`config.mk`:
```
export PLATFORM = sky130hd
export DESIGN_NAME = wheel_motor_command_fsm_flat
export DESIGN_NICKNAME = d
export VERILOG_FILES = /design/src/sv/wmc_pkg.sv /design/src/sv/wmc_if.sv /design/src/sv/wmc_ctrl.sv /design/src/sv/wmc_scan.sv /design/src/sv/wheel_motor_command_fsm.sv /design/src/flat_wrapper.sv
export SDC_FILE = /design/constraint.sdc
export NUM_CORES = 1
export LEC_CHECK = 0
export BUFFER_PORTS_ARGS = -buffer_cell sky130_fd_sc_hd__buf_4
export CAP_MARGIN = 15
export CORE_MARGIN = 5
export CORE_UTILIZATION = 52
export CTS_BUF_LIST = sky130_fd_sc_hd__clkbuf_4 sky130_fd_sc_hd__clkbuf_8
export CTS_CLUSTER_SIZE = 10
export DETAILED_ROUTE_END_ITERATION = 7
export GPL_ROUTABILITY_DRIVEN = 0
export PLACE_DENSITY = 0.76
export SLEW_MARGIN = 10
export SYNTH_ARGS = -nofsm -noshare
export SYNTH_HDL_FRONTEND = slang
export SYNTH_SLANG_ARGS = --single-unit
```
`constraint.sdc`:
```
create_clock -name clk -period 4.83 [get_ports clk]
set_clock_uncertainty 0.1 [all_clocks]
set_input_delay 0.2415 -clock clk [delete_from_list [all_inputs] [get_ports clk]]
set_output_delay 0.2415 -clock clk [all_outputs]
set_load 0.01 [all_outputs]
```
`src/sv/wmc_pkg.sv`:
```
// Shared types and constants for the wheel motor command controller.
`default_nettype none
package wmc_pkg;

  localparam int NUM_REGS    = 4;
  localparam int CFG_IDX_W   = 2;
  localparam int ID_W        = 29;
  localparam int WHEEL_IDX_W = 2;

  typedef logic [ID_W-1:0]         id_t;
  typedef logic signed [15:0]      speed_t;
  typedef logic signed [31:0]      position_t;
  typedef logic [7:0]              status_t;
  typedef logic [CFG_IDX_W-1:0]    reg_idx_t;

  typedef enum logic [2:0] {
    FUNC_SET_SPEED = 3'd0,
    FUNC_STOP      = 3'd1,
    FUNC_ESTOP     = 3'd2,
    FUNC_TICK      = 3'd3,
    FUNC_FEEDBACK  = 3'd4,
    FUNC_HEARTBEAT = 3'd5
  } func_t;

  localparam reg_idx_t REG_FRONT_LEFT  = 2'd0;
  localparam reg_idx_t REG_FRONT_RIGHT = 2'd1;
  localparam reg_idx_t REG_REAR_LEFT   = 2'd2;
  localparam reg_idx_t REG_REAR_RIGHT  = 2'd3;

  localparam id_t ID_RESET_FL = 29'h100;
  localparam id_t ID_RESET_FR = 29'h101;
  localparam id_t ID_RESET_RL = 29'h102;
  localparam id_t ID_RESET_RR = 29'h103;

  localparam id_t FB_FIRST = 29'h110;
  localparam id_t FB_LAST  = 29'h113;

  typedef struct packed {
    logic [2:0] func;
    logic [7:0] wheel_index;
    speed_t     wanted_speed;
    id_t        rx_frame_id;
    status_t    rx_status;
    position_t  rx_position;
  } evt_t;

  // Request from the mode controller to the wheel scanner.
  typedef struct packed {
    logic                   start;
    logic                   all;
    logic [WHEEL_IDX_W-1:0] wheel;
    logic                   enable;
  } scan_cmd_t;

endpackage
`default_nettype wire

```
`src/sv/wmc_if.sv`:
```
// Event and command frame channel interfaces.
`default_nettype none
interface wmc_evt_if;
  import wmc_pkg::*;
  logic      valid;
  logic      ready;
  logic [2:0] func;
  logic [7:0] wheel_index;
  speed_t    wanted_speed;
  id_t       rx_frame_id;
  status_t   rx_status;
  position_t rx_position;

  modport source (output valid, func, wheel_index, wanted_speed, rx_frame_id, rx_status,
                  rx_position, input ready);
  modport sink (input valid, func, wheel_index, wanted_speed, rx_frame_id, rx_status,
                rx_position, output ready);
endinterface

interface wmc_frame_if;
  import wmc_pkg::*;
  logic   valid;
  logic   ready;
  id_t    frame_id;
  speed_t frame_speed;
  logic   frame_enable;
  logic   last;

  modport source (output valid, frame_id, frame_speed, frame_enable, last, input ready);
  modport sink (input valid, frame_id, frame_speed, frame_enable, last, output ready);
endinterface
`default_nettype wire

```
`src/sv/wmc_ctrl.sv`:
```
// Mode controller: event decode, mode, latches and per-wheel storage.
`default_nettype none
module wmc_ctrl #(
  parameter int WHEEL_COUNT = 4
) (
  input  wire logic               clk,
  input  wire logic               rst,
  input  wire logic               accept,
  input  wire wmc_pkg::evt_t      evt,
  output wmc_pkg::scan_cmd_t      cmd,
  output wmc_pkg::speed_t         speed [WHEEL_COUNT]
);
  import wmc_pkg::*;

  localparam int IdxW = (WHEEL_COUNT > 1) ? $clog2(WHEEL_COUNT) : 1;

  typedef enum logic [1:0] {
    MODE_IDLE    = 2'd0,
    MODE_RUNNING = 2'd1,
    MODE_STOPPED = 2'd2
  } mode_t;

  mode_t     mode, mode_next;
  logic      latched, latched_next;
  logic      enable_flag, enable_next;
  logic      spd_we, spd_zero, fb_we;
  logic      w_ok, fb_ok;
  logic [IdxW-1:0] widx, fidx;
  status_t   status   [WHEEL_COUNT];
  position_t position [WHEEL_COUNT];

  assign w_ok  = evt.wheel_index < 8'(WHEEL_COUNT);
  assign widx  = evt.wheel_index[IdxW-1:0];
  assign fb_ok = (evt.rx_frame_id >= FB_FIRST) && (evt.rx_frame_id <= FB_LAST) &&
                 ({1'b0, evt.rx_frame_id[1:0]} < 3'(WHEEL_COUNT));
  assign fidx  = IdxW'(evt.rx_frame_id[1:0]);

  always_comb begin
    mode_next    = mode;
    latched_next = latched;
    enable_next  = enable_flag;
    spd_we       = 1'b0;
    spd_zero     = 1'b0;
    fb_we        = 1'b0;
    cmd          = '0;
    cmd.wheel    = WHEEL_IDX_W'(widx);
    case (mode)
      MODE_RUNNING: begin
        case (func_t'(evt.func))
          FUNC_SET_SPEED: begin
            if (w_ok) begin
              spd_we     = 1'b1;
              cmd.start  = 1'b1;
              cmd.enable = enable_flag;
            end
          end
          FUNC_STOP, FUNC_ESTOP: begin
            if (func_t'(evt.func) == FUNC_ESTOP) latched_next = 1'b1;
            spd_zero    = 1'b1;
            cmd.start   = 1'b1;
            cmd.all     = 1'b1;
            cmd.enable  = enable_flag;
            enable_next = 1'b0;
            mode_next   = MODE_STOPPED;
          end
          FUNC_TICK: begin
            cmd.start  = 1'b1;
            cmd.all    = 1'b1;
            cmd.enable = enable_flag;
          end
          FUNC_FEEDBACK: fb_we = fb_ok;
          default: ;
        endcase
      end
      MODE_STOPPED: begin
        case (func_t'(evt.func))
          FUNC_SET_SPEED: begin
            if (!latched) begin
              mode_next   = MODE_RUNNING;
              enable_next = 1'b1;
              cmd.start   = 1'b1;
              cmd.all     = 1'b1;
              cmd.enable  = 1'b1;
            end
          end
          FUNC_HEARTBEAT: begin
            latched_next = 1'b0;
            mode_next    = MODE_IDLE;
            enable_next  = 1'b0;
          end
          default: ;
        endcase
      end
      default: begin
        if (func_t'(evt.func) == FUNC_SET_SPEED) begin
          spd_we      = w_ok;
          mode_next   = MODE_RUNNING;
          enable_next = 1'b1;
          cmd.start   = 1'b1;
          cmd.all     = 1'b1;
          cmd.enable  = 1'b1;
        end
      end
    endcase
    cmd.start = cmd.start & accept;
  end

  always_ff @(posedge clk) begin
    if (rst) begin
      mode        <= MODE_IDLE;
      latched     <= 1'b0;
      enable_flag <= 1'b0;
      for (int i = 0; i < WHEEL_COUNT; i++) begin
        speed[i]    <= '0;
        status[i]   <= '0;
        position[i] <= '0;
      end
    end else if (accept) begin
      mode        <= mode_next;
      latched     <= latched_next;
      enable_flag <= enable_next;
      if (spd_zero) begin
        for (int i = 0; i < WHEEL_COUNT; i++) speed[i] <= '0;
      end else if (spd_we) begin
        speed[widx] <= evt.wanted_speed;
      end
      if (fb_we) begin
        status[fidx]   <= evt.rx_status;
        position[fidx] <= evt.rx_position;
      end
    end
  end

`ifndef SYNTHESIS
  a_latch_stopped: assert property (@(posedge clk) disable iff (rst)
    latched |-> mode == MODE_STOPPED) else $error("latch set outside stopped mode");
  a_enable_running: assert property (@(posedge clk) disable iff (rst)
    enable_flag == (mode == MODE_RUNNING)) else $error("enable flag out of step with mode");
  a_stop_enters_stopped: assert property (@(posedge clk) disable iff (rst)
    (accept && spd_zero) |=> mode == MODE_STOPPED && !enable_flag)
    else $error("stop did not reach stopped mode");
`endif

endmodule
`default_nettype wire

```
`src/sv/wmc_scan.sv`:
```
// Wheel scanner: sends pending wheels one command frame per cycle unless stalled.
`default_nettype none
module wmc_scan #(
  parameter int WHEEL_COUNT = 4
) (
  input  wire logic               clk,
  input  wire logic               rst,
  input  wire wmc_pkg::scan_cmd_t cmd,
  input  wire wmc_pkg::speed_t    speed [WHEEL_COUNT],
  input  wire wmc_pkg::id_t       ids   [WHEEL_COUNT],
  output logic                    busy,
  wmc_frame_if.source             frame
);
  import wmc_pkg::*;

  localparam int IdxW = (WHEEL_COUNT > 1) ? $clog2(WHEEL_COUNT) : 1;

  logic [WHEEL_COUNT-1:0] pend, mask, nz, sel;
  logic [IdxW-1:0]        idx;
  logic                   en_q, emit, last_sel;
  logic                   out_valid, out_enable, out_last;
  id_t                    out_id;
  speed_t                 out_speed;

  always_comb begin
    for (int i = 0; i < WHEEL_COUNT; i++) nz[i] = ids[i] != '0;
    mask = cmd.all ? '1 : (WHEEL_COUNT'(1) << cmd.wheel);
    idx  = '0;
    for (int i = WHEEL_COUNT - 1; i >= 0; i--) begin
      if (pend[i]) idx = IdxW'(i);
    end
    sel      = WHEEL_COUNT'(1) << idx;
    last_sel = (pend & ~sel) == '0;
    emit     = (pend != '0) && (!out_valid || frame.ready);
  end

  assign busy = pend != '0;

  always_ff @(posedge clk) begin
    if (rst) begin
      pend      <= '0;
      out_valid <= 1'b0;
    end else begin
      out_valid <= emit || (out_valid && !frame.ready);
      if (cmd.start) begin
        pend <= mask & nz;
        en_q <= cmd.enable;
      end else if (emit) begin
        out_id     <= ids[idx];
        out_speed  <= speed[idx];
        out_enable <= en_q;
        out_last   <= last_sel;
        pend       <= pend & ~sel;
      end
    end
  end

  assign frame.valid        = out_valid;
  assign frame.frame_id     = out_id;
  assign frame.frame_speed  = out_speed;
  assign frame.frame_enable = out_enable;
  assign frame.last         = out_last;

`ifndef SYNTHESIS
  a_start_when_idle: assert property (@(posedge clk) disable iff (rst)
    cmd.start |-> pend == '0) else $error("scan started while busy");
  a_last_drains: assert property (@(posedge clk) disable iff (rst)
    (emit && last_sel) |=> pend == '0) else $error("wheels left after last frame");
  a_more_pending: assert property (@(posedge clk) disable iff (rst)
    (emit && !last_sel) |=> pend != '0) else $error("frame not marked last with none left");
`endif

endmodule
`default_nettype wire

```
`src/sv/wheel_motor_command_fsm.sv`:
```
// Top level of the wheel motor command controller.
// An accepted event loads the scanner's pending wheel set; frames are registered outputs.
// Events are not accepted while the scanner has wheels pending; the scanner issues one
// wheel frame per cycle while the output is not stalled.
// Frame identifiers of zero are skipped.
// Reset (synchronous, active high) returns to idle mode with speeds and feedback cleared.
`default_nettype none
module wheel_motor_command_fsm #(
  parameter int WHEEL_COUNT = 4
) (
  input  wire logic              clk,
  input  wire logic              rst,
  input  wire logic              cfg_we,
  input  wire wmc_pkg::reg_idx_t cfg_index,
  input  wire wmc_pkg::id_t      cfg_data,
  wmc_evt_if.sink                evt,
  wmc_frame_if.source            frame
);
  import wmc_pkg::*;

  id_t       frame_ids [NUM_REGS];
  id_t       ids       [WHEEL_COUNT];
  speed_t    speed     [WHEEL_COUNT];
  evt_t      evt_data;
  scan_cmd_t cmd;
  logic      busy, accept;

  always_ff @(posedge clk) begin
    if (rst) begin
      frame_ids[REG_FRONT_LEFT]  <= ID_RESET_FL;
      frame_ids[REG_FRONT_RIGHT] <= ID_RESET_FR;
      frame_ids[REG_REAR_LEFT]   <= ID_RESET_RL;
      frame_ids[REG_REAR_RIGHT]  <= ID_RESET_RR;
    end else if (cfg_we) begin
      case (cfg_index)
        REG_FRONT_LEFT:  frame_ids[REG_FRONT_LEFT]  <= cfg_data;
        REG_FRONT_RIGHT: frame_ids[REG_FRONT_RIGHT] <= cfg_data;
        REG_REAR_LEFT:   frame_ids[REG_REAR_LEFT]   <= cfg_data;
        REG_REAR_RIGHT:  frame_ids[REG_REAR_RIGHT]  <= cfg_data;
        default: ;
      endcase
    end
  end

  always_comb begin
    for (int i = 0; i < WHEEL_COUNT; i++) ids[i] = frame_ids[i];
  end

  assign evt.ready = !busy;
  assign accept    = evt.valid && !busy;

  assign evt_data.func         = evt.func;
  assign evt_data.wheel_index  = evt.wheel_index;
  assign evt_data.wanted_speed = evt.wanted_speed;
  assign evt_data.rx_frame_id  = evt.rx_frame_id;
  assign evt_data.rx_status    = evt.rx_status;
  assign evt_data.rx_position  = evt.rx_position;

  wmc_ctrl #(.WHEEL_COUNT(WHEEL_COUNT)) u_ctrl (
    .clk    (clk),
    .rst    (rst),
    .accept (accept),
    .evt    (evt_data),
    .cmd    (cmd),
    .speed  (speed)
  );

  wmc_scan #(.WHEEL_COUNT(WHEEL_COUNT)) u_scan (
    .clk   (clk),
    .rst   (rst),
    .cmd   (cmd),
    .speed (speed),
    .ids   (ids),
    .busy  (busy),
    .frame (frame)
  );

endmodule
`default_nettype wire
```
`src/flat_wrapper.sv`:
```
// flat-port wrapper written by rule: the top's interface ports become plain ports
module wheel_motor_command_fsm_flat import wmc_pkg::*;
#(
  parameter int WHEEL_COUNT = 4
)
  (clk, rst, cfg_we, cfg_index, cfg_data, evt_valid, evt_func, evt_wheel_index, evt_wanted_speed, evt_rx_frame_id, evt_rx_status, evt_rx_position, evt_ready, frame_valid, frame_frame_id, frame_frame_speed, frame_frame_enable, frame_last, frame_ready);
  wmc_evt_if evt_i ();
  wmc_frame_if frame_i ();
  input  wire logic clk;
  input  wire logic rst;
  input  wire logic cfg_we;
  input  wire wmc_pkg::reg_idx_t cfg_index;
  input  wire wmc_pkg::id_t cfg_data;
  input wire logic [$bits(evt_i.valid)-1:0] evt_valid;
  input wire logic [$bits(evt_i.func)-1:0] evt_func;
  input wire logic [$bits(evt_i.wheel_index)-1:0] evt_wheel_index;
  input wire logic [$bits(evt_i.wanted_speed)-1:0] evt_wanted_speed;
  input wire logic [$bits(evt_i.rx_frame_id)-1:0] evt_rx_frame_id;
  input wire logic [$bits(evt_i.rx_status)-1:0] evt_rx_status;
  input wire logic [$bits(evt_i.rx_position)-1:0] evt_rx_position;
  output wire logic [$bits(evt_i.ready)-1:0] evt_ready;
  output wire logic [$bits(frame_i.valid)-1:0] frame_valid;
  output wire logic [$bits(frame_i.frame_id)-1:0] frame_frame_id;
  output wire logic [$bits(frame_i.frame_speed)-1:0] frame_frame_speed;
  output wire logic [$bits(frame_i.frame_enable)-1:0] frame_frame_enable;
  output wire logic [$bits(frame_i.last)-1:0] frame_last;
  input wire logic [$bits(frame_i.ready)-1:0] frame_ready;
  assign evt_i.valid = evt_valid;
  assign evt_i.func = evt_func;
  assign evt_i.wheel_index = evt_wheel_index;
  assign evt_i.wanted_speed = evt_wanted_speed;
  assign evt_i.rx_frame_id = evt_rx_frame_id;
  assign evt_i.rx_status = evt_rx_status;
  assign evt_i.rx_position = evt_rx_position;
  assign evt_ready = evt_i.ready;
  assign frame_valid = frame_i.valid;
  assign frame_frame_id = frame_i.frame_id;
  assign frame_frame_speed = frame_i.frame_speed;
  assign frame_frame_enable = frame_i.frame_enable;
  assign frame_last = frame_i.last;
  assign frame_i.ready = frame_ready;
  wheel_motor_command_fsm #(.WHEEL_COUNT(WHEEL_COUNT)) u_core (.clk(clk), .rst(rst), .cfg_we(cfg_we), .cfg_index(cfg_index), .cfg_data(cfg_data), .evt(evt_i), .frame(frame_i));
endmodule
```
==> metrics.md <==
| Metric | Value |
|---|---|
| Status | complete, no violations |
| Final net count | just over 1000 |
| Die area | about 22000 um2 |
| TritonCTS clock tree | yes |
| Placed Area | roughly 11000 um2 |
| Core area | 18800 um2 |
| Sw Share | ~22% |
| Post-Place Setup Slack | approximately 2.2 ns |
| Largest net degree at the start of global routing | 46 |
| Post-synthesis mux area share | roughly 4.6% |
| Async S/R FF share, synth | 0% |
| Final worst setup slack | 2.22 ns |
| CTS Buffer Depth | 3 |
| Cell variety after synth | 50 |
| DRT Pass-1 Iters | 5 |
| Cells after Synth | between 700 and 800 |
| Worst setup EP type | register |
| Reg2reg end | u_core.u_ctrl.speed[29] |
| Clock latency on the worst-skew pair | 0.52 ns |
| Post-CTS Setup Inserts | 0 |
| P_sw | around 0.95 mW |
| Vias | 6886 |
| Critical Path Start Type | register |
| Fill count | 1383 |
| FF+latch count, synth | approximately 240 |
| End of the worst hold path | u_core.u_ctrl.mode[1] |
| Comb pwr share | 6.3% |
| Clk root buf | clkbuf_8 |
| Simple-gate share of the synthesized area | roughly 15% |
| Post-synth EDFFs | roughly 160 |
| Top layer used by detailed routing | met4 |
| Worst hold stages | 2 |
| Number of global-route vias before repair | 6946 |
| Static Leak | ~4.6 nW |
| Slew @ Worst Pin | ~1.1 ns |
| Routed len/inst | between 20 and 25 um |
| Vias per cell | slightly below 6 |
| Post-Synth Adder-Cell Area | less than 1% |
| Fin Setup TNS | 0 ns |
| Critical Path AT | 2.98 ns |
| CTS Buf Count | 38 |
| Initial Utilization | a little over half |
| Layout area overhead | 21.1% |
| DR DRC count | 0 |
| Number of port buffers | roughly 110 |
| Worst hold slack | 0.0829 ns |
| M1 WL | slightly below 10 mm |
| WL met2 | ~12 mm |
| Share of the synthesized area in the top cell type | approximately half |
| Most common cell in the netlist | edfxtp_1 |
| Slew headroom | between 20 and 30% |
| Reg2reg start | u_core.u_scan.pend[1] |
| Synthesized area | between 10000 and 15000 um2 |
| R2r worst-path depth | 5 |
| Hold_sp | rst |
| Synth Warn # | 0 |
| Met3 wire length | around 1.8 mm |
| ANT nets after route | 0 |
| Synth Area in XOR/XNOR | less than 1% |
| First-pass GRT wire length | about 38 mm |
| RSZ-0062 raised after global routing | false |
| Hpwl dp | roughly 15 mm |
| VDD IR-drop max | about 0.23 mV |
| Post-synth top flop | edfxtp_1 |
| Power Dens Cells | 351 nW/um2 |
| Final setup fails | 0 |
| Worst endpoint required time | 5.19 ns |
| Drt initial violations | about 560 |
| Initial antenna violation count | 0 |
| FP Rows | 50 |
| R2R setup slack | 2.22 ns |
| CP max FO | 16 |
| Top-Level Pins | 181 |
| Sequential-to-total area share from yosys stat | roughly 64% |
| Die X-Extent | approximately 150 um |
| H-tree depth | 2 |
| Die height | 149 um |
| Largest family of logic cells by synthesized area | simple AND/OR/NAND/NOR gates |
| CTS Hold Bufs | 30 |
| Int Pwr | 3.30 mW |
| Worst hold path class | in2reg |
| FMAX | 0.383 GHz |
| Area leader, netlist | edfxtp_1 |
| Share of power burned in registers | 54.0% |
| # Max-Cap Violations | 0 |
| Post-synth net total | between 800 and 900 |
| Post_cts resized | 0 |
| Clock Power Share | 39.7% |
| Clock Pin Slew Worst Setup and Hold Paths | roughly 0.060 ns |
| ANT cells | 0 |
| Share of layout cells above drive strength 1 | about 22% |
| Period utilisation layout | between 50% and 60% |
| Main area contributors after synthesis | edfxtp_1 (49%), dfxtp_1 (14%), and2_1 (6.7%), a22o_1 (5.6%), mux2i_1 (4.6%) |
| CTS sink count | around 240 |
| Compound-Gate Fraction of Synth Area | roughly 14% |
| Setup CP Type | reg2reg |
| Most frequent cells after synthesis | edfxtp_1 (164), and2_1 (108), dfxtp_1 (72) |
| Count of final hold-check violations | 0 |
| Final worst path period need | approximately 2.6 ns |
| Total GRT Usage | 21.8% |
| Gr ovfl total | 0 |
| Routed wire length | 24.0 mm |
| Max-slew violation count | 0 |
| Syn avg cell area | ~13 um2 |
| Post-Layout Inst Area | 12100 um2 |
[power by group through the flow]
stage / Combinational [mW] / Sequential, mW / Clock, mW
6_report: 0.269 / 2.30 / 1.69
2_1_floorplan: 0.136 / 2.32 / 0
5_1_grt: 0.293 / 2.31 / 1.82
3_5_place_dp: 0.248 / 2.34 / 0
3_3_place_gp: 0.244 / 2.34 / 0
4_1_cts: 0.269 / 2.30 / 1.71
[routing by layer]
layer  vias up  GRT usage (%)
li1       3208              -
met2       259           36.3
met3        38           5.35
met4         0           5.49
met5         -              0
met1      3381           28.8
[cell type report]
class / instances / area, um2 / share of cell area (%)
flip-flops and latches: 236 / 6370 / 52.4
repair buffers: 149 / 1190 / 9.83
well taps: 260 / 325 / 2.68
inverters: 7 / 26.3 / 0.216
clock buffers: 58 / 717 / 5.91
clock inverters: 8 / 35.0 / 0.289
multi-input cells: 470 / 3470 / 28.6
[layout by cell type (no fill, tap or decap), types with 4 or more instances in the layout]
cell type / Yosys / layout
edfxtp_1: 164 / 164
buf_4: 4 / 119
and2_1: 108 / 108
dfxtp_1: 72 / 72
a22o_1: 64 / 64
o21ai_0: 51 / 51
mux2i_1: 46 / 46
a22oi_1: 45 / 45
clkbuf_8: 0 / 45
dlygate4sd3_1: 0 / 30
nor2b_1: 21 / 21
nor4_1: 20 / 20
a21oi_1: 14 / 13
clkbuf_4: 0 / 13
nor2_1: 11 / 10
nor3_1: 14 / 9
nand2_1: 7 / 7
inv_1: 7 / 7
nand2b_1: 6 / 6
nor3_4: 3 / 6
clkinv_1: 0 / 6
or3_1: 5 / 5
a31o_2: 4 / 4
or4_1: 4 / 4
and4_1: 4 / 4
nand4_1: 4 / 4
o2111ai_1: 4 / 4
nor4_4: 4 / 4
[worst max-delay path, stage by stage (launching register included)]
cell,delay [ns]
dfxtp_1,0.49
nor4_4,0.43
and2_4,0.32
nand2_4,0.12
nor4_4,0.81
a22o_1,0.28
[per-stage QoR]
stage	std cells	total power, mW	utilization, %
floorplan	759	2.46	-
CTS	1188	4.27	64.5
global route	1188	4.42	64.5
finish	1188	4.26	64.5
global placement	1092	2.58	58.9
detailed placement	1092	2.59	58.9
[cells by family after synthesis]
| logic type | Yosys count |
|---|---|
| DFF | 236 |
| adders and majority gates | 2 |
| AOI/OAI and AO/OA | 199 |
| and+or+nand+nor | 222 |
| xor gates and xnor gates | 1 |
| muxes | 46 |
| buffers and inverters | 53 |
[sequential cells by signal, indices dropped and copies added, names as in the netlist]
name / flops
u_core.u_scan.pend: 4
u_core.u_scan.frame.frame_enable: 1
u_core.u_scan.en_q: 1
u_core.u_ctrl.latched: 1
u_core.u_scan.frame.frame_id: 29
u_core.frame_ids: 116
u_core.u_scan.frame.last: 1
u_core.u_scan.frame.valid: 1
u_core.u_scan.frame.frame_speed: 16
u_core.u_ctrl.mode: 2
u_core.u_ctrl.speed: 64
[worst max path at each step]
stage,startpoint,to,slack [ns],cells after the start
finish,u_core.u_scan.pend[1],u_core.u_ctrl.speed[29],2.22,5
detailed placement,u_core.u_scan.pend[1],u_core.u_ctrl.speed[62],2.23,5
global placement,u_core.u_scan.pend[1],u_core.u_ctrl.speed[62],2.29,5
CTS,u_core.u_scan.pend[1],u_core.u_ctrl.speed[63],2.23,5
global route,u_core.u_scan.pend[1],u_core.u_ctrl.speed[62],2.03,5
floorplan,rst,u_core.u_scan.frame.frame_enable,0.13,4
No activity file was read; power rests on OpenSTA's default activity.
